**src/rtl/assert_macros.svh**
```systemverilog
// Assertion macros used by the top level of the vertex transform.
`ifndef ASSERT_MACROS_SVH
`define ASSERT_MACROS_SVH
`ifndef SYNTHESIS
// Checked property, muted while reset is asserted.
`define HVT_ASSERT(lbl, clk, rstn, prop) \
  lbl: assert property (@(posedge clk) disable iff (!rstn) prop) \
    else $error("%m: assertion failed");
// Checked property, evaluated during reset as well.
`define HVT_ASSERT_ALWAYS(lbl, clk, prop) \
  lbl: assert property (@(posedge clk) prop) \
    else $error("%m: assertion failed");
`else
`define HVT_ASSERT(lbl, clk, rstn, prop)
`define HVT_ASSERT_ALWAYS(lbl, clk, prop)
`endif
`endif

```
**src/rtl/hvt_pkg.sv**
```systemverilog
// Types and constants shared by the vertex transform modules.
package hvt_pkg;

  localparam int unsigned COMP_W    = 32;
  localparam int unsigned NUM_ROWS  = 4;
  localparam int unsigned NUM_COLS  = 4;
  localparam int unsigned NUM_REGS  = 8;
  localparam int unsigned REG_SEL_W = 3;
  localparam int unsigned REG_W     = 64;
  localparam int unsigned CFG_IDX_W = 4;
  localparam int unsigned PROD_W    = 2 * COMP_W;
  localparam int unsigned PAIR_W    = PROD_W + 1;
  localparam int unsigned SUM_W     = PROD_W + 2;

  typedef logic signed [COMP_W-1:0] comp_t;
  typedef logic [REG_W-1:0]         mat_reg_t;
  typedef logic [CFG_IDX_W-1:0]     cfg_idx_t;

  // One vertex, components in row order.
  typedef struct packed {
    comp_t x;
    comp_t y;
    comp_t z;
    comp_t w;
  } vtx_t;

  typedef logic [NUM_ROWS-1:0][NUM_COLS-1:0][COMP_W-1:0] coef_mat_t;
  typedef logic [NUM_ROWS-1:0][NUM_COLS-1:0][PROD_W-1:0] prod_arr_t;
  typedef logic [NUM_ROWS-1:0][1:0][PAIR_W-1:0]          pair_arr_t;
  typedef logic [NUM_ROWS-1:0][SUM_W-1:0]                sum_arr_t;

  // Load enables of the pipeline stages.
  typedef struct packed {
    logic mul;
    logic pair;
    logic sum;
    logic outp;
  } pipe_en_t;

  // Matrix register indexes.
  typedef enum logic [CFG_IDX_W-1:0] {
    REG_ROW0_COLS01 = 4'd0,
    REG_ROW0_COLS23 = 4'd1,
    REG_ROW1_COLS01 = 4'd2,
    REG_ROW1_COLS23 = 4'd3,
    REG_ROW2_COLS01 = 4'd4,
    REG_ROW2_COLS23 = 4'd5,
    REG_ROW3_COLS01 = 4'd6,
    REG_ROW3_COLS23 = 4'd7
  } reg_idx_t;

endpackage

```
**src/rtl/hvt_sat_stage.sv**
```systemverilog
// Last pipeline stage: arithmetic shift, saturation to 32 bits, output register.
module hvt_sat_stage #(
  parameter int unsigned FRAC_BITS = 16
) (
  input  logic               clk,
  input  hvt_pkg::pipe_en_t  en,
  input  hvt_pkg::sum_arr_t  sum,
  output hvt_pkg::vtx_t      res_r,
  output logic               sat_r
);
  import hvt_pkg::*;

  logic signed [SUM_W-1:0] shifted [NUM_ROWS];
  comp_t                   comp    [NUM_ROWS];
  logic [NUM_ROWS-1:0]     clip;
  vtx_t                    res_nxt;
  logic                    sat_nxt;

  // The shift floors; a row clips when its upper bits are not all sign copies.
  always_comb begin
    for (int r = 0; r < NUM_ROWS; r++) begin
      shifted[r] = $signed(sum[r]) >>> FRAC_BITS;
      clip[r]    = !((&shifted[r][SUM_W-1:COMP_W-1]) || !(|shifted[r][SUM_W-1:COMP_W-1]));
      if (clip[r]) begin
        comp[r] = {shifted[r][SUM_W-1], {(COMP_W-1){~shifted[r][SUM_W-1]}}};
      end else begin
        comp[r] = shifted[r][COMP_W-1:0];
      end
    end
    res_nxt.x = comp[0];
    res_nxt.y = comp[1];
    res_nxt.z = comp[2];
    res_nxt.w = comp[3];
    sat_nxt   = |clip;
  end

  always_ff @(posedge clk) begin
    if (en.outp) begin
      res_r <= res_nxt;
      sat_r <= sat_nxt;
    end
  end

endmodule

```
**config.mk**
```make
export PLATFORM = sky130hd
export DESIGN_NAME = hvt_sat_stage
export DESIGN_NICKNAME = d
export VERILOG_FILES = /design/src/rtl/assert_macros.svh /design/src/rtl/hvt_pkg.sv /design/src/rtl/hvt_sat_stage.sv
export SDC_FILE = /design/constraint.sdc
export NUM_CORES = 1
export LEC_CHECK = 0
export BUFFER_PORTS_ARGS = -buffer_cell sky130_fd_sc_hd__buf_2
export CAP_MARGIN = 15
export CORE_AREA = 2 2 155 157
export DETAILED_ROUTE_END_ITERATION = 10
export DIE_AREA = 0 0 157 159
export PLACE_DENSITY_LB_ADDON = 0.25
export SLEW_MARGIN = 25
export SYNTH_ARGS = -nofsm -noshare
export SYNTH_HDL_FRONTEND = slang
export SYNTH_SLANG_ARGS = --single-unit
```
**constraint.sdc**
```tcl
create_clock -name clk -period 1.7 [get_ports clk]
set_clock_uncertainty 0.1 [all_clocks]
set_input_delay 0.34 -clock clk [delete_from_list [all_inputs] [get_ports clk]]
set_output_delay 0.34 -clock clk [all_outputs]
set_load 0.005 [all_outputs]
```
Word level (Yosys, flattened, before mapping)
Cells that the tools add are included.
{"block": "word_totals", "register_bits": 129, "output_inout_bits": 129}
{"block": "classes", "mux": 4, "bitwise": 4, "reduce_logical": 21}
{"operator": "32-bit two-way mux", "n": 4}
{"operator": "19-bit AND reduction", "n": 4}
{"operator": "19-bit OR reduction", "n": 4}
{"operator": "1-bit logical NOT", "n": 8}
{"operator": "1-bit logical OR", "n": 4}
{"operator": "1-bit inverter", "n": 4}
{"operator": "4-bit OR reduction", "n": 1}

Longest topological paths before layout
{"block": "logic_depth", "ltp_word": 5, "ltp_mapped": 6}

Worst setup path after synthesis
No wires, ideal clock.
{"block": "synth_timing", "path_kind": "input port to flip-flop", "startpoint": "input sum[58] (netlist bit)", "endpoint": "register res_r[117] (netlist bit), data pin", "arrival_ns": 1.383, "setup_slack_ns": -0.038, "cell_stages": 6, "n_path_buf": 1, "cell_sequence": "nor4_1 -> nand4_1 -> nor4_2 -> a311oi_2 -> buf_6 -> a21o_2"}
{"item": "start: declaration", "line_no": "hvt_sat_stage.sv:7", "rtl": "input hvt_pkg::sum_arr_t sum,"}
{"item": "end signal: assignment", "line_no": "hvt_sat_stage.sv:39", "rtl": "res_r <= res_nxt;"}
{"item": "end: declaration", "line_no": "hvt_sat_stage.sv:8", "rtl": "output hvt_pkg::vtx_t res_r,"}

==> impl_results.md <==
* Setup CP Type: in2reg
* Chip height at 159 µm
* Post-synthesis sequential area ratio at 69.05%
* Cts bufs inserted at 17
* Number of diodes at 0
* Status: finished, final reports clean
* Hold WC Path Type: in2reg
* Row cnt at 56
* DRC at 0
* Routed WL at 16020 µm
* Via density at 4.257
* P_leak at 4.008 nW
* CP Launch Type: primary input
* Die W at 157 µm
* Clk root buf: clkbuf_16
* Total gr overflow at 0
* Area of the die at 24960 µm²
* # setup viols final at 0
* Setup TNS at 0 ns
* Mapped Cells at 342
* Total Nets Final at 974
* Post-DP HPWL at 12070 µm
* Post-route insts no fill at 1037
* CP arrival at 1.62 ns
* Drt pass-1 iters at 4
* Max IR drop VDD at 0.0005040 V
* Syn nets at 611
* Sink Count at 129
* Worst-Margin Slew at 0.3970 ns
* Synth cell types at 16
* Pwr dens at 999.1 nW/µm²
* Placed insts at 1005
* Fmax at 0.6411 GHz
* DR vias at 4415
* Post-layout min period at 1.560 ns
* Rel. slew slack at 73.53%
* IO buf count at 330
* CORE AREA at 23190 µm²
* Total of max-cap violations at 0
* CTS tree: built
* Share of cells above drive strength 1 at 71.45%
* Placer Congestion at 0.7610
* Post-Synthesis Cell Area at 5610 µm²
* Unrepaired setup endpoints after global routing: no
* CTS H-tree lvls at 4
* Layout area overhead at 54.68%
* First-pass GRT wire length at 24410 µm
* Clk slew on worst S/H paths at 0.06 ns
* CP Data Required Time at 1.76 ns
* Initial antenna violation count at 1
* Yosys Warn Count at 0
* Routed wire length per instance at 15.45 µm
* Final period util at 91.76%
* Hold Violations, Final at 0
* Vias in the first global route at 4456
* CP max FO at 31
* Synth Area per Inst at 16.40 µm²
* Total GRT Usage at 12.65%
* Crit. End Element: register
* Starting density of the core at 24.19%
* Initial DRC Count at 113
* IO Count at 398
* Max Slew Vio Count at 0
* Flops & latches, synth at 129
* Routed Antenna Nets at 0
* Pin count of the biggest net entering global routing at 34
* Clock buffer depth at 2
metrics by stage:
stage               hold slack, ns  power (mW)  worst slack [ns]  instance area, µm²  utilization, %
finish                     0.09640       8.671            0.1401                8678           37.42
global route               0.07815       9.054         0.0008537                8678           37.42
CTS                        0.07698       8.818            0.1085                8660           37.34
detailed placement          0.5137       4.843           -0.3285                8028           34.61
global placement            0.5085       4.834           -0.3414                8028           34.61
floorplan                   0.3525       4.163          -0.02632                5719               -
critical path, cell delays in order:
cell	delay, ns
buf_2	0.10
nor4_1	0.29
nand4_1	0.15
nor4_2	0.16
buf_4	0.16
a311oi_4	0.05
buf_12	0.19
a21o_1	0.16
layout make-up:
| type | count | area [µm²] |
|---|---|---|
| fillers | 2283 | 14510 |
| flip-flops and latches | 129 | 3874 |
| repair buffers | 372 | 2132 |
| multi-input cells | 185 | 1642 |
| clock buffers | 17 | 425.4 |
| well taps | 319 | 399.1 |
| clock inverters | 15 | 206.4 |
synth_stat cells:
master / number / area, µm²
clkbuf_1: 1 / 3.750
dlygate4sd3_1: 3 / 30.03
buf_6: 18 / 202.7
a31o_2: 4 / 35.03
a21o_2: 85 / 744.5
a311oi_2: 3 / 45.04
edfxtp_1: 129 / 3874
a21o_1: 39 / 292.8
a311oi_1: 1 / 8.760
nor4_2: 4 / 50.05
buf_4: 3 / 22.52
buf_2: 3 / 15.01
nor4_1: 16 / 100.1
nand4_1: 21 / 131.4
nor2_1: 8 / 30.03
and3_1: 4 / 25.02
registers in the layout (all words and copies together) (netlist names):
register and cells:
res_r 128, sat_r 1
final timing paths:
| kind | from | endpoint | slack (ns) | cells past startpoint |
|---|---|---|---|---|
| hold / removal | sum[217] | res_r[3] | 0.1 | 2 |
| setup / recovery | sum[249] | res_r[17] | 0.14 | 8 |
metal layers:
metal | GRT usage (%) | part of all wire (%) | wire length (µm) | vias up
li1 | - | - | - | 2109
met1 | 14.78 | 40 | 6426 | 2106
met2 | 21.91 | 51 | 8113 | 185
met3 | 3.702 | 7.5 | 1201 | 15
met4 | 4.504 | 1.7 | 280 | 0
met5 | 0 | 0 | 0 | -
placed cells by master, fill, tap and decap left out, drive strengths merged:
cell type,instances
nand4,21
nor2,8
clkbuf,17
a31o,4
clkinvlp,2
a21o,124
buf,372
edfxtp,129
a311oi,4
bufinv,4
clkinv,6
and3,4
inv,3
nor4,20
repair_timing:
item,in CTS,in global routing
hold buffers,0,0
endpoints found under the setup margin,0,61
hold endpoints to repair,0,0
gates resized for setup,0,3
buffers inserted,0,0
power breakdown:
part / switching, mW / internal (mW) / total (mW)
logic: 0.428 / 0.497 / 0.925
registers: 0.0557 / 3.78 / 3.83
clock network: 1.44 / 2.47 / 3.91
total: 1.92 / 6.75 / 8.67
cells by family after synthesis:
family | Yosys count | synth area share, %
compound gates | 132 | 20.07
buf+inv | 28 | 4.884
flops | 129 | 69.05
simple gates | 53 | 5.999
No activity file was read; power rests on OpenSTA's default activity.
