$ cat config.mk
export PLATFORM = sky130hd
export DESIGN_NAME = hvt_sum_stage
export DESIGN_NICKNAME = d
export VERILOG_FILES = /design/src/rtl/assert_macros.svh /design/src/rtl/hvt_pkg.sv /design/src/rtl/hvt_sum_stage.sv
export SDC_FILE = /design/constraint.sdc
export NUM_CORES = 2
export LEC_CHECK = 0
export ABC_AREA = 1
export ABC_CLOCK_PERIOD_IN_PS = 3500
export BUFFER_PORTS_ARGS = -buffer_cell sky130_fd_sc_hd__buf_4
export CAP_MARGIN = 10
export CORE_AREA = 2 2 503 505
export DETAILED_ROUTE_END_ITERATION = 6
export DIE_AREA = 0 0 505 507
export PLACE_DENSITY = 0.57
export SETUP_SLACK_MARGIN = 0.15
export SYNTH_ARGS = -nofsm -noshare
export SYNTH_HDL_FRONTEND = slang
export SYNTH_SLANG_ARGS = --single-unit
$ cat constraint.sdc
create_clock -name clk -period 3.5 [get_ports clk]
set_clock_uncertainty 0.05 [all_clocks]
set_input_delay 1.05 -clock clk [delete_from_list [all_inputs] [get_ports clk]]
set_output_delay 1.05 -clock clk [all_outputs]
set_load 0.005 [all_outputs]
$ cat src/rtl/assert_macros.svh
// Assertion macros used by the top level of the vertex transform.
`ifndef ASSERT_MACROS_SVH
`define ASSERT_MACROS_SVH
`ifndef SYNTHESIS
// Checked property, muted while reset is asserted.
`define HVT_ASSERT(lbl, clk, rstn, prop) \
  lbl: assert property (@(posedge clk) disable iff (!rstn) prop) \
    else $error("%m: assertion failed");
// Checked property, evaluated during reset as well.
`define HVT_ASSERT_ALWAYS(lbl, clk, prop) \
  lbl: assert property (@(posedge clk) prop) \
    else $error("%m: assertion failed");
`else
`define HVT_ASSERT(lbl, clk, rstn, prop)
`define HVT_ASSERT_ALWAYS(lbl, clk, prop)
`endif
`endif

$ cat src/rtl/hvt_pkg.sv
// Types and constants shared by the vertex transform modules.
package hvt_pkg;

  localparam int unsigned COMP_W    = 32;
  localparam int unsigned NUM_ROWS  = 4;
  localparam int unsigned NUM_COLS  = 4;
  localparam int unsigned NUM_REGS  = 8;
  localparam int unsigned REG_SEL_W = 3;
  localparam int unsigned REG_W     = 64;
  localparam int unsigned CFG_IDX_W = 4;
  localparam int unsigned PROD_W    = 2 * COMP_W;
  localparam int unsigned PAIR_W    = PROD_W + 1;
  localparam int unsigned SUM_W     = PROD_W + 2;

  typedef logic signed [COMP_W-1:0] comp_t;
  typedef logic [REG_W-1:0]         mat_reg_t;
  typedef logic [CFG_IDX_W-1:0]     cfg_idx_t;

  // One vertex, components in row order.
  typedef struct packed {
    comp_t x;
    comp_t y;
    comp_t z;
    comp_t w;
  } vtx_t;

  typedef logic [NUM_ROWS-1:0][NUM_COLS-1:0][COMP_W-1:0] coef_mat_t;
  typedef logic [NUM_ROWS-1:0][NUM_COLS-1:0][PROD_W-1:0] prod_arr_t;
  typedef logic [NUM_ROWS-1:0][1:0][PAIR_W-1:0]          pair_arr_t;
  typedef logic [NUM_ROWS-1:0][SUM_W-1:0]                sum_arr_t;

  // Load enables of the pipeline stages.
  typedef struct packed {
    logic mul;
    logic pair;
    logic sum;
    logic outp;
  } pipe_en_t;

  // Matrix register indexes.
  typedef enum logic [CFG_IDX_W-1:0] {
    REG_ROW0_COLS01 = 4'd0,
    REG_ROW0_COLS23 = 4'd1,
    REG_ROW1_COLS01 = 4'd2,
    REG_ROW1_COLS23 = 4'd3,
    REG_ROW2_COLS01 = 4'd4,
    REG_ROW2_COLS23 = 4'd5,
    REG_ROW3_COLS01 = 4'd6,
    REG_ROW3_COLS23 = 4'd7
  } reg_idx_t;

endpackage

$ cat src/rtl/hvt_sum_stage.sv
// Second and third pipeline stages: a two-level registered adder tree per row.
module hvt_sum_stage (
  input  logic                clk,
  input  hvt_pkg::pipe_en_t   en,
  input  hvt_pkg::prod_arr_t  prod,
  output hvt_pkg::sum_arr_t   sum_r
);
  import hvt_pkg::*;

  pair_arr_t pair_r;
  pair_arr_t pair_nxt;
  sum_arr_t  sum_nxt;

  // Columns 0+1 and 2+3 of each row, one bit of growth.
  always_comb begin
    for (int r = 0; r < NUM_ROWS; r++) begin
      for (int k = 0; k < 2; k++) begin
        pair_nxt[r][k] = PAIR_W'($signed(prod[r][2 * k])) +
                         PAIR_W'($signed(prod[r][2 * k + 1]));
      end
    end
  end

  // Full-precision row sum.
  always_comb begin
    for (int r = 0; r < NUM_ROWS; r++) begin
      sum_nxt[r] = SUM_W'($signed(pair_r[r][0])) + SUM_W'($signed(pair_r[r][1]));
    end
  end

  always_ff @(posedge clk) begin
    if (en.pair) begin
      pair_r <= pair_nxt;
    end
    if (en.sum) begin
      sum_r <= sum_nxt;
    end
  end

endmodule

=== Word level (Yosys, flattened, before mapping) ===
Index checks and enable logic that the tools add are counted.

* Add/sub/neg operators: 12

{| class="wikitable"
|+ Operator list
! kind !! count
|-
| $add 64x64->65 || 8
|-
| $add 65x65->66 || 4
|}

* Flip-flop bits (word level): 784
* Input port bits: 1029
* Output and inout bits: 264
* Logic and storage cells: 24

=== Longest topological paths before layout ===
* Depth after elaboration: 1
* Mapped depth: 15

=== Worst setup path after synthesis ===
OpenSTA, ideal clock, no wires.

* Path kind: input-to-reg
* From: input port prod[0] (netlist bit)
* To: register pair_r[60] (netlist bit), data pin
* Library setup time: 0.252 ns
* Arrival time: 2.550 ns
* Path slack: 0.647 ns
* Cell stages on the path: 13
* Path through: ha_1 > fa_1 > nand3_1 > nand2_1 > nand2_1 > nand2_1 > a21o_2 > nand2_1 > nand2_1 > nand2_1 > nand2_1 > nand2_1 > nand2_1

{| class="wikitable"
|+ RTL lines
! element !! line !! source
|-
| start, declared || hvt_sum_stage.sv:5 || <nowiki>input hvt_pkg::prod_arr_t prod,</nowiki>
|-
| end signal, assigned || hvt_sum_stage.sv:33 || <nowiki>pair_r <= pair_nxt;</nowiki>
|-
| end, declared || hvt_sum_stage.sv:10 || <nowiki>pair_arr_t pair_r;</nowiki>
|}

==> reports/results.tsv <==
stage	metric	value	unit
status	outcome	finished, violations left	
status	failing checks	DRC	
sta	final setup vio count	0	
setup_path	destination of the worst register-to-register timing path	sum_r[92]	
layout	Area Growth Syn to Fin	21.9	%
setup_path	maximum cell stage delay along the critical path	0.43	ns
sta	Max Fclk	0.331	GHz
route	number of remaining DRC errors	1	
route	vias after detailed routing	98670	
route	1st-pass router iterations	7	
die	die outline area	256000	sq um
sta	final worst path period need	3.02	ns
min_path	worst hold path startpoint	pair_r[455]	
logic_synthesis	cell type with the largest total area after synthesis	edfxtp_1	
power_and_ir_drop	Internal Pwr Total	0.0270	W
layout	number of nets in the final layout	18134	
setup_path	Worst R2R Start	pair_r[130]	
global_routing	remaining global-route overflow	0	
global_routing	number of global-route vias before repair	93705	
clocking	# resized after CTS	0	
clocking	number of buffers created by CTS	91	
die	initial core utilization	0.353	
route	average routed wire per standard cell	22.7	um
sta	max-slew violation count	0	
sta	setup TNS	0	ns
layout	share of layout cells above drive strength 1	0.112	
layout	Register Area	23500	sq um
layout	post-route cell area	108000	sq um
global_routing	maximum number of pins on one net before global-route repair	64	
die	Die Y-Extent	507	um
clocking	total number of clock tree sinks	784	
setup_path	setup slack of the most critical reg-to-reg path	0.48	ns
min_path	path type of the worst min-delay path	reg -> reg	
setup_path	most frequent cell on the critical path	nand2_1	
sta	Final Cycle Share	0.864	
setup_path	cells along the critical path	ha_1 > inv_1 > fa_1 > nand3b_1 > nand2_2 > nand2_1 > nand2_2 > nand2_1 > nand2_1 > nand3_1 > nand2_1 > xor2_1	
route	via density per instance	4.99	
route	count of routing violations after the opening detailed-route iteration	8979	
setup_path	cell at the slowest stage of the critical path	xor2_1	
die	num rows	184	
die	I/O Pins	1293	
global_routing	global-route wire length before repair	631	mm
logic_synthesis	main flop type after synthesis	edfxtp_1	
layout	fillcell total	27937	
logic_synthesis	leading cell types by total area after synthesis	edfxtp_1 27%, nand2_1 23%, inv_1 13%	
setup_path	critical path launch point type	register	
setup_path	worst setup path endpoint	sum_r[92]	
logic_synthesis	Simple-Gate Fraction of Synth Area	0.358	
logic_synthesis	synthesized area per cell	6.05	sq um
power_and_ir_drop	power spent charging and discharging nets	0.0230	W
logic_synthesis	Synth Area in XOR/XNOR	0.0388	
logic_synthesis	mapped cell area	88500	sq um
setup_path	worst reg2reg path depth	12	
logic_synthesis	synthesis-stage register bit count	784	
power_and_ir_drop	switching share of power	0.460	
logic_synthesis	ys async rst share	0	
clocking	TritonCTS clock tree	yes	
clocking	CTS Root Cell	clkbuf_16	
logic_synthesis	share of the synthesized area in the top cell type	0.266	
clocking	buffer count from post-CTS setup fixing	0	
die	die outline width	505	um
logic_synthesis	synth cell count leaders	5324 x nand2_1, 2996 x inv_1, 1628 x nor2_1, 1004 x a21oi_1, 784 x edfxtp_1	
sta	Final Worst Setup Slack	0.475	ns
sta	Slew Limit Headroom	0.250	
route	number of nets still failing antenna checks after routing	0	
logic_synthesis	number of nets produced by synthesis	16454	
clocking	hold buffers post-CTS	0	
logic_synthesis	synthesized instance count	14641	
layout	multi-input gate area in the final layout	53700	sq um
global_routing	initial antenna violation count	54	
clocking	number of buffers on the longest clock path	3	
power_and_ir_drop	sequential share of power	0.298	
power_and_ir_drop	combinational power share	0.512	
setup_path	maximum net fanout on the critical path	5	
logic_synthesis	sequential cell area fraction in the yosys report	0.266	
logic_synthesis	Ys Warns	0	
min_path	Worst Hold Path Cells	1	
placed_design	estimated wirelength of the detail-placed design	401	mm
logic_synthesis	Adder-Cell Fraction of Synth Area	0.112	
die	Placeable Area	250000	sq um
setup_path	data required time at the worst endpoint	3.92	ns
logic_synthesis	largest family of logic cells by synthesized area	simple AND/OR/NAND/NOR gates	
placed_design	placed standard-cell area	105000	sq um
global_routing	aggregate global-route resource usage	0.338	
sta	Least-Margin Pin Slew	1.11	ns
logic_synthesis	Compound-Gate Fraction of Synth Area	0.0981	
placed_design	gpl congestion	1.06	
run	number of violations of the max-capacitance limit	0	
sta	final hold violation count	0	
power_and_ir_drop	leakage power of the design	58.9	nW
power_and_ir_drop	Clock Power Share	0.190	
setup_path	category of the worst setup path capture point	register	
power_and_ir_drop	worst-case vdd ir drop	0.324	mV
clocking	number of H-tree levels	3	
logic_synthesis	number of distinct library cell variants in the gate-level netlist after synthesis	30	
placed_design	Post-Place Setup Slack	0.0190	ns
clocking	insertion delay to the later sink of the worst-skew pair	0.72	ns
sta	unrepaired setup endpoints after global routing	no	
setup_path	worst setup path startpoint	pair_r[130]	
route	total routed wirelength	449	mm
setup_path	kind of critical path	reg -> reg	
clocking	Clock transition at path regs	0.06	ns
logic_synthesis	fraction of synthesized area in multiplexers	0	
power_and_ir_drop	pwr dens	464	nW/um^2
logic_synthesis	EDFF count, synth	784	
logic_synthesis	most frequent cell after synthesis	nand2_1	
placed_design	Port Buf Inserts	1290	
setup_path	endpoint arrival time on the critical path	3.44	ns
-- power by group through the flow --
| stage | logic [W] | registers (W) | clock network [W] |
|---|---|---|---|
| after floorplan | 0.0135 | 0.0141 | 0 |
| after global placement | 0.0250 | 0.0150 | 0 |
| after detailed placement | 0.0251 | 0.0150 | 0 |
| after CTS | 0.0252 | 0.0149 | 0.00970 |
| after global routing | 0.0278 | 0.0150 | 0.0100 |
| final | 0.0256 | 0.0149 | 0.00953 |
-- how the worst min path moves through the flow --
| stage | to | slack (ns) |
|---|---|---|
| 3_5_place_dp | sum_r[198] | 0.48 |
| 6_report | sum_r[198] | 0.49 |
| 2_1_floorplan | sum_r[0] | 0.46 |
| 5_1_grt | sum_r[198] | 0.52 |
| 4_1_cts | sum_r[198] | 0.49 |
| 3_3_place_gp | sum_r[132] | 0.47 |
-- critical path, delay by kind of cell, from the launching register on --
kind	cells	cell delay, ns
and+or+nand+nor	8	1.15
xor gates and xnor gates	1	0.43
adders and majority gates	2	0.71
buffers and inverters	1	0.09
DFF	1	0.33
-- through the flow --
step	cells	total power (W)	hold WS, ns	util
after global routing	19759	0.0528	0.516	0.431
after global placement	19576	0.0401	0.468	0.419
after floorplan	14641	0.0276	0.463	-
after CTS	19741	0.0498	0.494	0.430
after detailed placement	19576	0.0401	0.481	0.419
final	19773	0.0501	0.492	0.431
-- flip-flops by register name, indices dropped and copies added (netlist names) --
register,count
sum_r,264
pair_r,520
-- cell usage in the layout, fill, tap and decap left out, types with 10 or more instances in the layout --
| master | count |
|---|---|
| edfxtp_1 | 784 |
| fa_1 | 12 |
| a21o_1 | 24 |
| clkinv_2 | 19 |
| a21oi_1 | 1004 |
| clkbuf_16 | 92 |
| ha_1 | 772 |
| nor4_1 | 28 |
| inv_1 | 2996 |
| xor2_1 | 388 |
| nor2_1 | 1628 |
| nand4_1 | 72 |
| buf_12 | 21 |
| o21a_1 | 10 |
| nor3_1 | 220 |
| o21bai_1 | 66 |
| nand3_1 | 646 |
| nand2_1 | 5324 |
| o21ai_0 | 535 |
| buf_4 | 1564 |
| a21boi_0 | 12 |
| diode_2 | 32 |
| nand2_2 | 68 |
| clkinv_4 | 11 |
| clkinv_1 | 14 |
-- final cells by class --
cell class                      count  share of cell area
Multi-Input combinational cell  10860               0.498
Clock buffer                       97              0.0215
Antenna cell                       32            0.000742
Inverter                         2997               0.104
Tap cell                         3348              0.0388
Timing Repair Buffer             1587               0.113
Sequential cell                   784               0.218
Clock inverter                     68             0.00543
-- layer usage --
layer,GRT usage,up-vias,routed length (um)
met5,0,-,196
met3,0.0492,776,31700
met2,0.538,3984,196000
li1,-,49071,-
met1,0.428,44809,187000
met4,0.217,30,33300
-- logic make-up after synthesis --
kind of cell | count (synthesis)
AOI/OAI and AO/OA | 1670
xor gates and xnor gates | 392
adders and majority gates | 784
buffers and inverters | 2997
DFF | 784
and+or+nand+nor | 8014
No activity file was read; power rests on OpenSTA's default activity.
