==> src/rtl/assert_macros.svh <==
// Assertion macros used by the top level of the vertex transform.
`ifndef ASSERT_MACROS_SVH
`define ASSERT_MACROS_SVH
`ifndef SYNTHESIS
// Checked property, muted while reset is asserted.
`define HVT_ASSERT(lbl, clk, rstn, prop) \
  lbl: assert property (@(posedge clk) disable iff (!rstn) prop) \
    else $error("%m: assertion failed");
// Checked property, evaluated during reset as well.
`define HVT_ASSERT_ALWAYS(lbl, clk, prop) \
  lbl: assert property (@(posedge clk) prop) \
    else $error("%m: assertion failed");
`else
`define HVT_ASSERT(lbl, clk, rstn, prop)
`define HVT_ASSERT_ALWAYS(lbl, clk, prop)
`endif
`endif

==> src/rtl/hvt_pkg.sv <==
// Types and constants shared by the vertex transform modules.
package hvt_pkg;

  localparam int unsigned COMP_W    = 32;
  localparam int unsigned NUM_ROWS  = 4;
  localparam int unsigned NUM_COLS  = 4;
  localparam int unsigned NUM_REGS  = 8;
  localparam int unsigned REG_SEL_W = 3;
  localparam int unsigned REG_W     = 64;
  localparam int unsigned CFG_IDX_W = 4;
  localparam int unsigned PROD_W    = 2 * COMP_W;
  localparam int unsigned PAIR_W    = PROD_W + 1;
  localparam int unsigned SUM_W     = PROD_W + 2;

  typedef logic signed [COMP_W-1:0] comp_t;
  typedef logic [REG_W-1:0]         mat_reg_t;
  typedef logic [CFG_IDX_W-1:0]     cfg_idx_t;

  // One vertex, components in row order.
  typedef struct packed {
    comp_t x;
    comp_t y;
    comp_t z;
    comp_t w;
  } vtx_t;

  typedef logic [NUM_ROWS-1:0][NUM_COLS-1:0][COMP_W-1:0] coef_mat_t;
  typedef logic [NUM_ROWS-1:0][NUM_COLS-1:0][PROD_W-1:0] prod_arr_t;
  typedef logic [NUM_ROWS-1:0][1:0][PAIR_W-1:0]          pair_arr_t;
  typedef logic [NUM_ROWS-1:0][SUM_W-1:0]                sum_arr_t;

  // Load enables of the pipeline stages.
  typedef struct packed {
    logic mul;
    logic pair;
    logic sum;
    logic outp;
  } pipe_en_t;

  // Matrix register indexes.
  typedef enum logic [CFG_IDX_W-1:0] {
    REG_ROW0_COLS01 = 4'd0,
    REG_ROW0_COLS23 = 4'd1,
    REG_ROW1_COLS01 = 4'd2,
    REG_ROW1_COLS23 = 4'd3,
    REG_ROW2_COLS01 = 4'd4,
    REG_ROW2_COLS23 = 4'd5,
    REG_ROW3_COLS01 = 4'd6,
    REG_ROW3_COLS23 = 4'd7
  } reg_idx_t;

endpackage

==> src/rtl/hvt_coef_regs.sv <==
// Matrix coefficient registers, written through the configuration port.
module hvt_coef_regs #(
  parameter int unsigned FRAC_BITS = 16
) (
  input  logic                clk,
  input  logic                rst_n,
  input  logic                cfg_we,
  input  hvt_pkg::cfg_idx_t   cfg_index,
  input  hvt_pkg::mat_reg_t   cfg_data,
  output hvt_pkg::coef_mat_t  coef
);
  import hvt_pkg::*;

  localparam mat_reg_t ONE_LO = mat_reg_t'(1) << FRAC_BITS;
  localparam mat_reg_t ONE_HI = ONE_LO << COMP_W;

  mat_reg_t mat_r [NUM_REGS];

  // Reset to the identity; writes beyond the register list are dropped.
  always_ff @(posedge clk) begin
    if (!rst_n) begin
      mat_r[REG_SEL_W'(REG_ROW0_COLS01)] <= ONE_LO;
      mat_r[REG_SEL_W'(REG_ROW0_COLS23)] <= '0;
      mat_r[REG_SEL_W'(REG_ROW1_COLS01)] <= ONE_HI;
      mat_r[REG_SEL_W'(REG_ROW1_COLS23)] <= '0;
      mat_r[REG_SEL_W'(REG_ROW2_COLS01)] <= '0;
      mat_r[REG_SEL_W'(REG_ROW2_COLS23)] <= ONE_LO;
      mat_r[REG_SEL_W'(REG_ROW3_COLS01)] <= '0;
      mat_r[REG_SEL_W'(REG_ROW3_COLS23)] <= ONE_HI;
    end else if (cfg_we && (cfg_index < cfg_idx_t'(NUM_REGS))) begin
      mat_r[cfg_index[REG_SEL_W-1:0]] <= cfg_data;
    end
  end

  // Even columns sit in the low half of a register, odd columns in the high half.
  always_comb begin
    for (int r = 0; r < NUM_ROWS; r++) begin
      for (int c = 0; c < NUM_COLS; c++) begin
        if ((c % 2) == 0) begin
          coef[r][c] = mat_r[REG_SEL_W'(2 * r + c / 2)][COMP_W-1:0];
        end else begin
          coef[r][c] = mat_r[REG_SEL_W'(2 * r + c / 2)][REG_W-1:COMP_W];
        end
      end
    end
  end

endmodule

==> config.mk <==
export PLATFORM = sky130hd
export DESIGN_NAME = hvt_coef_regs
export DESIGN_NICKNAME = d
export VERILOG_FILES = /design/src/rtl/assert_macros.svh /design/src/rtl/hvt_pkg.sv /design/src/rtl/hvt_coef_regs.sv
export SDC_FILE = /design/constraint.sdc
export NUM_CORES = 1
export LEC_CHECK = 0
export ABC_AREA = 1
export BUFFER_PORTS_ARGS = -buffer_cell sky130_fd_sc_hd__buf_4
export CAP_MARGIN = 20
export CORE_AREA = 2 2 225 227
export CTS_BUF_LIST = sky130_fd_sc_hd__clkbuf_8
export CTS_CLUSTER_DIAMETER = 50
export DETAILED_ROUTE_END_ITERATION = 7
export DIE_AREA = 0 0 227 229
export GPL_TIMING_DRIVEN = 0
export PLACE_DENSITY_LB_ADDON = 0.2
export SLEW_MARGIN = 25
export SYNTH_ARGS = -nofsm -noshare
export SYNTH_HDL_FRONTEND = slang
export SYNTH_SLANG_ARGS = --single-unit
==> constraint.sdc <==
create_clock -name clk -period 8 [get_ports clk]
set_clock_uncertainty 0.1 [all_clocks]
set_input_delay 1.6 -clock clk [delete_from_list [all_inputs] [get_ports clk]]
set_output_delay 1.6 -clock clk [all_outputs]
set_load 0.02 [all_outputs]
Yosys cells after proc, flatten, opt, wreduce, memory -nomap -nowiden
Memories as Yosys holds them, arrays and structs flattened.
Cells that the tools add are included.

word-level totals
  bits of input ports = 71
  memories kept = 1
  RAM bits = 512
  register bits = 0
  logic and storage cells = 11

memories
  name   depth  width  rd ports  clocked after Yosys merged registers in  wr ports  line                 RTL
  mat_r  8      64     8         0                                        8         hvt_coef_regs.sv:17  mat_reg_t mat_r [NUM_REGS];

cells by class
  $lt $le $gt $ge = 1
  reduce and logical (&&, ||, !) cells = 2
  muxes and demuxes = 7

operators by type and width
  operator                                           number
  64-bit 2-to-1 mux                                  1
  64-bit OR reduction                                1
  1-bit 2-to-1 mux                                   5
  4-bit less-than comparator, second input constant  1
  3-bit 2-to-1 mux                                   1
  1-bit logical AND                                  1

Longest topological paths before layout
Gate-level depths: netlist of run 1.

  word-level depth = 7
  mapped depth = 7

Worst setup path after synthesis of run 1
OpenSTA, ideal clock, no wires.

  path kind = input to register
  start point = input rst_n
  end point = memory mat_r[1][0] (netlist bit) (enable)
  arrival = 6598 ps
  path buffers = 2
  path slack = 727 ps
  data required time = 7326 ps
  stages = 4
  cell sequence = buf_4 > nand3_1 > clkbuf_1 > o21ai_0

RTL lines
  what                line                 RTL
  start: declaration  hvt_coef_regs.sv:6   input logic rst_n,
  end: declaration    hvt_coef_regs.sv:17

==> impl_metrics.env, run 1 <==
export IMPL_outcome="complete, no violations"
export IMPL_coreArea_um2=49700
export IMPL_vdd_drop_max_uv=160
export IMPL_synth_area_um2=18200
export IMPL_tns_ns=0
export IMPL_die_h_um=229
export IMPL_fin_ws_ns=4.34
export IMPL_hold_violations=0
export IMPL_leakagePower_nw=10.2
export IMPL_dp_slack_ns=3.61
export IMPL_viasPerCell=4.81
export IMPL_crit_fanout=33
export IMPL_grt_max_degree=39
export IMPL_relSlewSlack=0.384
export IMPL_syn_to_final_growth_pct=38.4
export IMPL_grt_overflow=0
export IMPL_cts_setup_buffers=0
export IMPL_slew_viol_final=0
export IMPL_seq_area_frac_synth=0.843
export IMPL_criticalPathCategory="input pin to register"
export IMPL_cts_max_path_buffers=3
export IMPL_final_cells=2592
export IMPL_cp_required_ns=8.23
export IMPL_synth_warnings=0
export IMPL_synth_area_top_cells="edfxtp_1 (84%), nor2_1 (8.0%), nor3_1 (3.5%), inv_1 (1.4%), buf_6 (0.93%)"
export IMPL_path_clk_slew_ns=0.06
export IMPL_maxCapViolCount=0
export IMPL_reg_largest_list="mat_r x512"
export IMPL_htreeDepth=3
export IMPL_first_global_vias=12600
export IMPL_die_w_um=227
export IMPL_yosys_area_top_type="edfxtp_1"
export IMPL_dieArea_um2=52000
export IMPL_largest_reg_flops=512
export IMPL_synth_area_per_cell_um2=15.3
export IMPL_io_buffers=581
export IMPL_worstMarginPinSlew_ns=0.924
export IMPL_final_common_cell="buf_4"
export IMPL_cts_resized=0
export IMPL_synth_seq_cells=512
export IMPL_synth_cell_types=14
export IMPL_p_total_mw=5.87
export IMPL_grt_setup_unrepaired="false"
export IMPL_crit_path_end_kind="register"
export IMPL_gp_congestion=0.841
export IMPL_fp_row_count=82
export IMPL_start_kind="input pin"
export IMPL_hold_path_class="input pin to register"
export IMPL_critPathLaunch="rst_n"
export IMPL_syn_inst=1189
export IMPL_period_share=0.457
export IMPL_finalCriticalPeriod_ns=3.66
export IMPL_postRouteAntennaNets=0
export IMPL_hp_start="cfg_index[3]"
export IMPL_grtUsageTotal=0.237
export IMPL_dp_cells=2455
export IMPL_initial_core_util=0.367
export IMPL_place_hpwl_um=44000
export IMPL_crit_arrival_ns=3.89
export IMPL_cts_tree="done"
export IMPL_drt_total_wl_um=62600
export IMPL_wl_per_cell_um=24.1
export IMPL_drive_above_1_share=0.380
export IMPL_num_vias=12500
export IMPL_grt_pass1_wl_um=87400
export IMPL_nets=1940
export IMPL_cts_root_buffer="clkbuf_8"
export IMPL_cts_sinks=512
export IMPL_utilization=0.508
export IMPL_drtPass1Iterations=5
export IMPL_final_cell_mix="buf_4 (582), edfxtp_1 (512), nor2_1 (388)"
export IMPL_syn_num_nets=1260
export IMPL_fmax_mhz=273
export IMPL_numCtsBuffers=84
export IMPL_antenna_found_initial=1
export IMPL_io_pins=583
export IMPL_ctsHoldBuffers=0
export IMPL_cellPowerDensity_nw_per_um2=233
export IMPL_drcViolationCount=0
export IMPL_synth_top_area_frac=0.843
export IMPL_top_register="mat_r"
export IMPL_setup_viol=0
export IMPL_drt_initial_drc_count=831
[synthesized netlist by cell type (all sizes together)]
library cell / n
buf: 55
clkbuf: 13
edfxtp: 512
inv: 68
nand2: 17
nand3: 6
nor2: 389
nor3: 127
o21ai: 2
[stage by stage]
stage / cell area (um2) / hold slack, ns
3_3_place_gp: 23400 / 1.84
5_1_grt: 25200 / 1.15
2_1_floorplan: 18200 / 1.70
3_5_place_dp: 23800 / 1.84
6_report: 25200 / 1.18
4_1_cts: 25200 / 1.11
[where the power goes]
group,leakage [nW],switching (mW),internal (mW)
registers,4.88,0.0521,3.10
clock network,0.828,1.01,1.01
logic,4.46,0.459,0.237
[worst paths after layout]
path | endpoint | slack (ns) | depth (start not counted)
worst min-delay path | mat_r[7][48] | 1.18 | 3
worst max-delay path | mat_r[5][35] | 4.34 | 7
[routing by layer]
metal | GRT usage | routed length, um
met3 | 0.0801 | 6140
met2 | 0.391 | 30500
met1 | 0.287 | 24100
met5 | 0 | 0
met4 | 0.0891 | 1840
[logic make-up (layout without fill, tap and decap cells)]
kind of cell | count (synthesis) | count (layout) | share of synthesized area
simple gates | 539 | 539 | 0.121
other cells | 0 | 1 | 0
buf+inv | 136 | 866 | 0.0353
compound gates | 2 | 2 | 0.000549
flops | 512 | 512 | 0.843
[cell type report]
class                           instances  area [um2]
Inverter                               68         255
Sequential cell                       512       15400
Buffer                                 68         388
Fill cell                            4404       24400
Multi-Input combinational cell        541        2280
Clock buffer                           85        1170
Tap cell                              672         841
Clock inverter                         51         235
Timing Repair Buffer                  594        4680
Antenna cell                            1        2.50
[worst max-delay path, stage by stage]
cell and delay [ns]:
buf_4 0.25, nand2_1 0.14, nor2_4 0.22, nand2_2 0.40, buf_1 0.40, nand2_4 0.52, buf_12 0.31
(Power assumes the default switching activity.)
==> run 2, diff against run 1 <==
Settings changed: ABC_AREA 1 to 0.
Clock period 8 ns to 3.2 ns, I/O delays scaled along.
==> run 2 against run 1 <==
Via count grew 11%. Sequential share of layout area down 4.7 points. Total power rose to 2.6 times the previous value. Largest cell class unchanged.
==> impl_metrics.env, run 2 <==
export IMPL_criticalPathCategory="input pin to register"
export IMPL_critPathTopFamily="buffers and inverters"
export IMPL_final_cell_mix="buf_4 (582), edfxtp_1 (512), nor3_1 (324)"
export IMPL_maxCapViolCount=0
export IMPL_synth_area_top_cells="edfxtp_1 (78%), nor3_2 (9.3%), nor3_1 (8.2%), buf_2 (2.0%), clkinv_1 (1.2%)"
export IMPL_path_clk_slew_ns=0.06
export IMPL_synth_edf_count=512
export IMPL_finalCriticalPeriod_ns=2.75
export IMPL_dieArea_um2=52000
export IMPL_synth_area_um2=19700
export IMPL_wl_per_cell_um=26.1
export IMPL_hold_path_class="input pin to register"
export IMPL_drcViolationCount=0
export IMPL_leakagePower_nw=9.72
export IMPL_outcome="complete, no violations"
export IMPL_synth_top_area_frac=0.780
export IMPL_die_w_um=227
export IMPL_muxShareOfSynthArea=0
export IMPL_cts_root_buffer="clkbuf_8"
export IMPL_grt_pass1_wl_um=98200
export IMPL_numCtsBuffers=85
export IMPL_internal_power_mw=11.1
export IMPL_p_seq_frac=0.517
export IMPL_period_share=0.859
export IMPL_gp_congestion=0.846
export IMPL_initial_core_util=0.397
export IMPL_cts_setup_buffers=0
export IMPL_die_h_um=229
export IMPL_yosysMostFrequentCell="edfxtp_1"
export IMPL_hold_violations=0
export IMPL_io_pins=583
export IMPL_drt_total_wl_um=69300
export IMPL_whs_path_depth=2
export IMPL_slew_viol_final=0
export IMPL_tns_ns=0
export IMPL_combPwrFrac=0.134
export IMPL_switching_share=0.274
export IMPL_whs_endpoint="mat_r[5][16]"
export IMPL_synth_ff_type="edfxtp_1"
export IMPL_setup_viol=0
export IMPL_coreArea_um2=49700
export IMPL_place_hpwl_um=50900
export IMPL_relSlewSlack=0.293
export IMPL_grt_overflow=0
export IMPL_slowest_delay_ns=0.68
export IMPL_final_common_cell="buf_4"
export IMPL_drt_initial_drc_count=997
export IMPL_slowest_stage="o21ai_4"
export IMPL_worstMarginPinSlew_ns=1.06
export IMPL_fmax_mhz=364
export IMPL_grt_setup_unrepaired="false"
export IMPL_yosys_area_top_type="edfxtp_1"
export IMPL_viasPerCell=5.22
export IMPL_switching_power_mw=4.18
export IMPL_crit_arrival_ns=3.03
export IMPL_synth_xor_area_share=0
export IMPL_synth_seq_cells=512
export IMPL_antenna_cells=0
export IMPL_postRouteAntennaNets=0
export IMPL_fp_row_count=82
export IMPL_synth_top_family_by_area="simple AND/OR/NAND/NOR gates"
export IMPL_drtPass1Iterations=5
export IMPL_syn_inst=1217
export IMPL_reg_largest_list="mat_r x512"
export IMPL_hp_start="cfg_data[16]"
export IMPL_seq_area_frac_synth=0.780
export IMPL_synthSimpleGateAreaFrac=0.179
export IMPL_async_flop_share=0
export IMPL_start_kind="input pin"
export IMPL_cts_resized=0
export IMPL_cp_required_ns=3.48
export IMPL_cellPowerDensity_nw_per_um2=558
export IMPL_synth_warnings=0
export IMPL_grt_max_degree=22
export IMPL_cp_buffers_inverters=5
export IMPL_htreeDepth=3
export IMPL_vdd_drop_max_uv=449
export IMPL_cts_max_path_buffers=3
export IMPL_first_global_vias=14000
export IMPL_timing_hold_ws_ns=0.137
export IMPL_ctsHoldBuffers=0
export IMPL_nets=1988
export IMPL_crit_path_frequent_cell="buf_16"
export IMPL_cts_tree="done"
export IMPL_largest_reg_flops=512
export IMPL_ys_top_cells_by_count="edfxtp_1 (512), nor3_1 (324), nor3_2 (184)"
export IMPL_crit_path_end_kind="register"
export IMPL_synth_fa_ha_area_frac=0
export IMPL_synth_cell_types=15
export IMPL_cts_sinks=512
export IMPL_num_vias=13800
export IMPL_io_buffers=582
export IMPL_top_register="mat_r"
export IMPL_cp_cell_sequence="buf_4 -> buf_2 -> nand4_1 -> clkbuf_1 -> o21ai_4 -> buf_16 -> buf_16"
export IMPL_drive_above_1_share=0.501
export IMPL_clkPwrFrac=0.348
export IMPL_synth_area_per_cell_um2=16.2
export IMPL_syn_num_nets=1288
export IMPL_crit_fanout=20
export IMPL_antenna_found_initial=0
export IMPL_syn_to_final_growth_pct=38.6
export IMPL_grtUsageTotal=0.264
export IMPL_synth_compound_area_frac=0.00203
run 2: cell count changes after synthesis, sizes merged, moves of 6 or more:
cell    change
buf        +24
inv        -66
nor3      +381
nand2      -17
nand3       -6
o21ai       +6
clkbuf     +23
clkinv     +62
nor2      -389
run 2: per-layer routing:
layer / track usage / wire, um / up-vias
met5: 0 / 0 / -
met4: 0.0903 / 1860 / 0
met3: 0.0781 / 6270 / 100
met2: 0.444 / 34900 / 674
met1: 0.324 / 26300 / 7037
li1: - / - / 6026
run 2: kinds of logic after synthesis:
kind of cell	Yosys count
simple gates	518
flops	512
compound gates	8
buf+inv	179
run 2: worst max-delay path by stage:
stage           from            to  depth (start not counted)
2_1_floorplan  rst_n   mat_r[7][0]                          4
3_3_place_gp   rst_n  mat_r[5][40]                          5
3_5_place_dp   rst_n  mat_r[6][33]                          7
4_1_cts        rst_n  mat_r[6][34]                          7
5_1_grt        rst_n  mat_r[6][37]                          7
6_report       rst_n  mat_r[6][37]                          7
run 2: final cells by class:
cell class | count | area [um2]
multi-input cells | 526 | 3670
plain buffers | 115 | 533
clock buffers | 88 | 1210
repair buffers | 613 | 5170
clock inverters | 62 | 298
well taps | 672 | 841
flip-flops and latches | 512 | 15400
inverters | 64 | 240
fillers | 4239 | 22300
run 2: power groups by stage:
stage | clock network (mW) | registers (mW) | logic [mW]
3_5_place_dp | 0 | 8.03 | 2.07
3_3_place_gp | 0 | 8.06 | 1.91
5_1_grt | 5.68 | 7.93 | 2.13
2_1_floorplan | 0 | 8.54 | 0.394
6_report | 5.32 | 7.90 | 2.05
4_1_cts | 5.38 | 7.90 | 2.07
run 2: stage by stage:
step	util	std cells	area (um2)	setup WS, ns	power [mW]
floorplan	-	1217	19800	-0.292	8.93
global placement	0.503	2471	25000	-2.15	9.97
detailed placement	0.520	2502	25800	-0.257	10.1
CTS	0.550	2652	27300	0.488	15.3
global route	0.550	2652	27300	0.369	15.7
finish	0.550	2652	27300	0.451	15.3
==> run 3, diff against run 2 <==
Settings changed: CORE_AREA 2 2 225 227 to 2 2 226 228, DIE_AREA 0 0 227 229 to 0 0 228 230.
==> run 3 against run 2 <==
Via count shrank 0.59%. Utilization decreased by 0.22 points. Non-clock buffer count fell by 2. Sequential share of layout area hardly changed. Design area barely moved. Clock power increased by 3%. Critical path type unchanged. Largest power group unchanged.
==> impl_metrics.env, run 3 (synthesis gave the netlist of run 2 again) <==
export IMPL_numCtsBuffers=88
export IMPL_die_h_um=230
export IMPL_cellPowerDensity_nw_per_um2=563
export IMPL_period_share=0.885
export IMPL_hold_violations=0
export IMPL_p_total_mw=15.4
export IMPL_dieArea_um2=52400
export IMPL_setup_viol=0
export IMPL_fill_cells=4245
export IMPL_fmax_mhz=353
export IMPL_timing_hold_ws_ns=0.175
export IMPL_start_kind="input pin"
export IMPL_relSlewSlack=0.344
export IMPL_die_w_um=228
export IMPL_final_cells=2658
export IMPL_fin_ws_ns=0.367
export IMPL_reg_largest_list="mat_r x512"
export IMPL_place_hpwl_um=51000
export IMPL_cts_sinks=512
export IMPL_largest_reg_flops=512
export IMPL_initial_core_util=0.395
export IMPL_cts_setup_buffers=0
export IMPL_syn_to_final_growth_pct=38.6
export IMPL_path_clk_slew_ns=0.06
export IMPL_io_buffers=582
export IMPL_cts_max_path_buffers=3
export IMPL_outcome="complete, no violations"
export IMPL_coreArea_um2=49900
export IMPL_io_pins=583
export IMPL_final_cell_mix="buf_4 (582), edfxtp_1 (512), nor3_1 (324)"
export IMPL_dp_cells=2500
export IMPL_drtPass1Iterations=5
export IMPL_leakagePower_nw=9.72
export IMPL_cp_required_ns=3.48
export IMPL_antenna_found_initial=4
export IMPL_crit_path_end_kind="register"
export IMPL_drt_total_wl_um=70000
export IMPL_num_vias=13800
export IMPL_multi_input_area_um2=3670
export IMPL_postRouteAntennaNets=0
export IMPL_fp_row_count=82
export IMPL_finalCriticalPeriod_ns=2.83
export IMPL_viasPerCell=5.17
export IMPL_grtUsageTotal=0.262
export IMPL_crit_fanout=17
export IMPL_final_common_cell="buf_4"
export IMPL_ctsHoldBuffers=0
export IMPL_grt_pass1_wl_um=99000
export IMPL_dp_slack_ns=-0.473
export IMPL_drt_initial_drc_count=1145
export IMPL_cts_tree="done"
export IMPL_vdd_drop_max_uv=493
export IMPL_top_register="mat_r"
export IMPL_hold_path_class="input pin to register"
export IMPL_htreeDepth=3
export IMPL_drcViolationCount=0
export IMPL_seq_area_um2=15400
export IMPL_grt_max_degree=22
export IMPL_grt_setup_unrepaired="false"
export IMPL_cts_resized=0
export IMPL_maxCapViolCount=0
export IMPL_criticalPathCategory="input pin to register"
export IMPL_crit_arrival_ns=3.12
export IMPL_worstMarginPinSlew_ns=0.983
export IMPL_first_global_vias=13800
export IMPL_tns_ns=0
export IMPL_cts_root_buffer="clkbuf_8"
export IMPL_wl_per_cell_um=26.3
export IMPL_grt_overflow=0
export IMPL_drive_above_1_share=0.499
export IMPL_gp_congestion=0.838
export IMPL_nets=1989
export IMPL_slew_viol_final=0
run 3: worst max-delay path, stage by stage:
cell and delay (ns):
buf_4 0.09, buf_2 0.39, nand4_1 0.33, clkbuf_1 0.42
o21ai_4 0.63, buf_16 0.24, buf_16 0.17, buf_8 0.17
run 3: final timing paths:
check	from	endpoint	slack, ns	cells past startpoint
worst max-delay path	rst_n	mat_r[6][43]	0.37	8
worst min-delay path	cfg_data[16]	mat_r[5][16]	0.18	2
run 3: cell type report:
type | instances | share of cell area
Antenna cell | 1 | 0.0000915
Timing Repair Buffer | 611 | 0.187
Clock inverter | 65 | 0.0110
Tap cell | 672 | 0.0308
Clock buffer | 92 | 0.0463
Inverter | 64 | 0.00879
Multi-Input combinational cell | 526 | 0.134
Sequential cell | 512 | 0.562
Buffer | 115 | 0.0194
run 3: power by group:
part | internal [mW] | switching, mW | total, mW
Combinational | 0.683 | 1.36 | 2.04
Sequential | 7.76 | 0.141 | 7.90
Clock | 2.74 | 2.72 | 5.46
run 3: layer usage:
layer | GRT usage | vias to the layer above | part of all wire
li1 | - | 6030 | -
met2 | 0.429 | 674 | 0.49
met1 | 0.328 | 6934 | 0.39
met3 | 0.0904 | 117 | 0.091
met4 | 0.0801 | 0 | 0.028
met5 | 0 | - | 0
run 3: per-stage QoR:
| stage | instance area [um2] | util |
|---|---|---|
| floorplan | 19800 | - |
| global placement | 25000 | 0.501 |
| detailed placement | 25800 | 0.517 |
| CTS | 27300 | 0.548 |
| global route | 27300 | 0.548 |
| finish | 27300 | 0.548 |
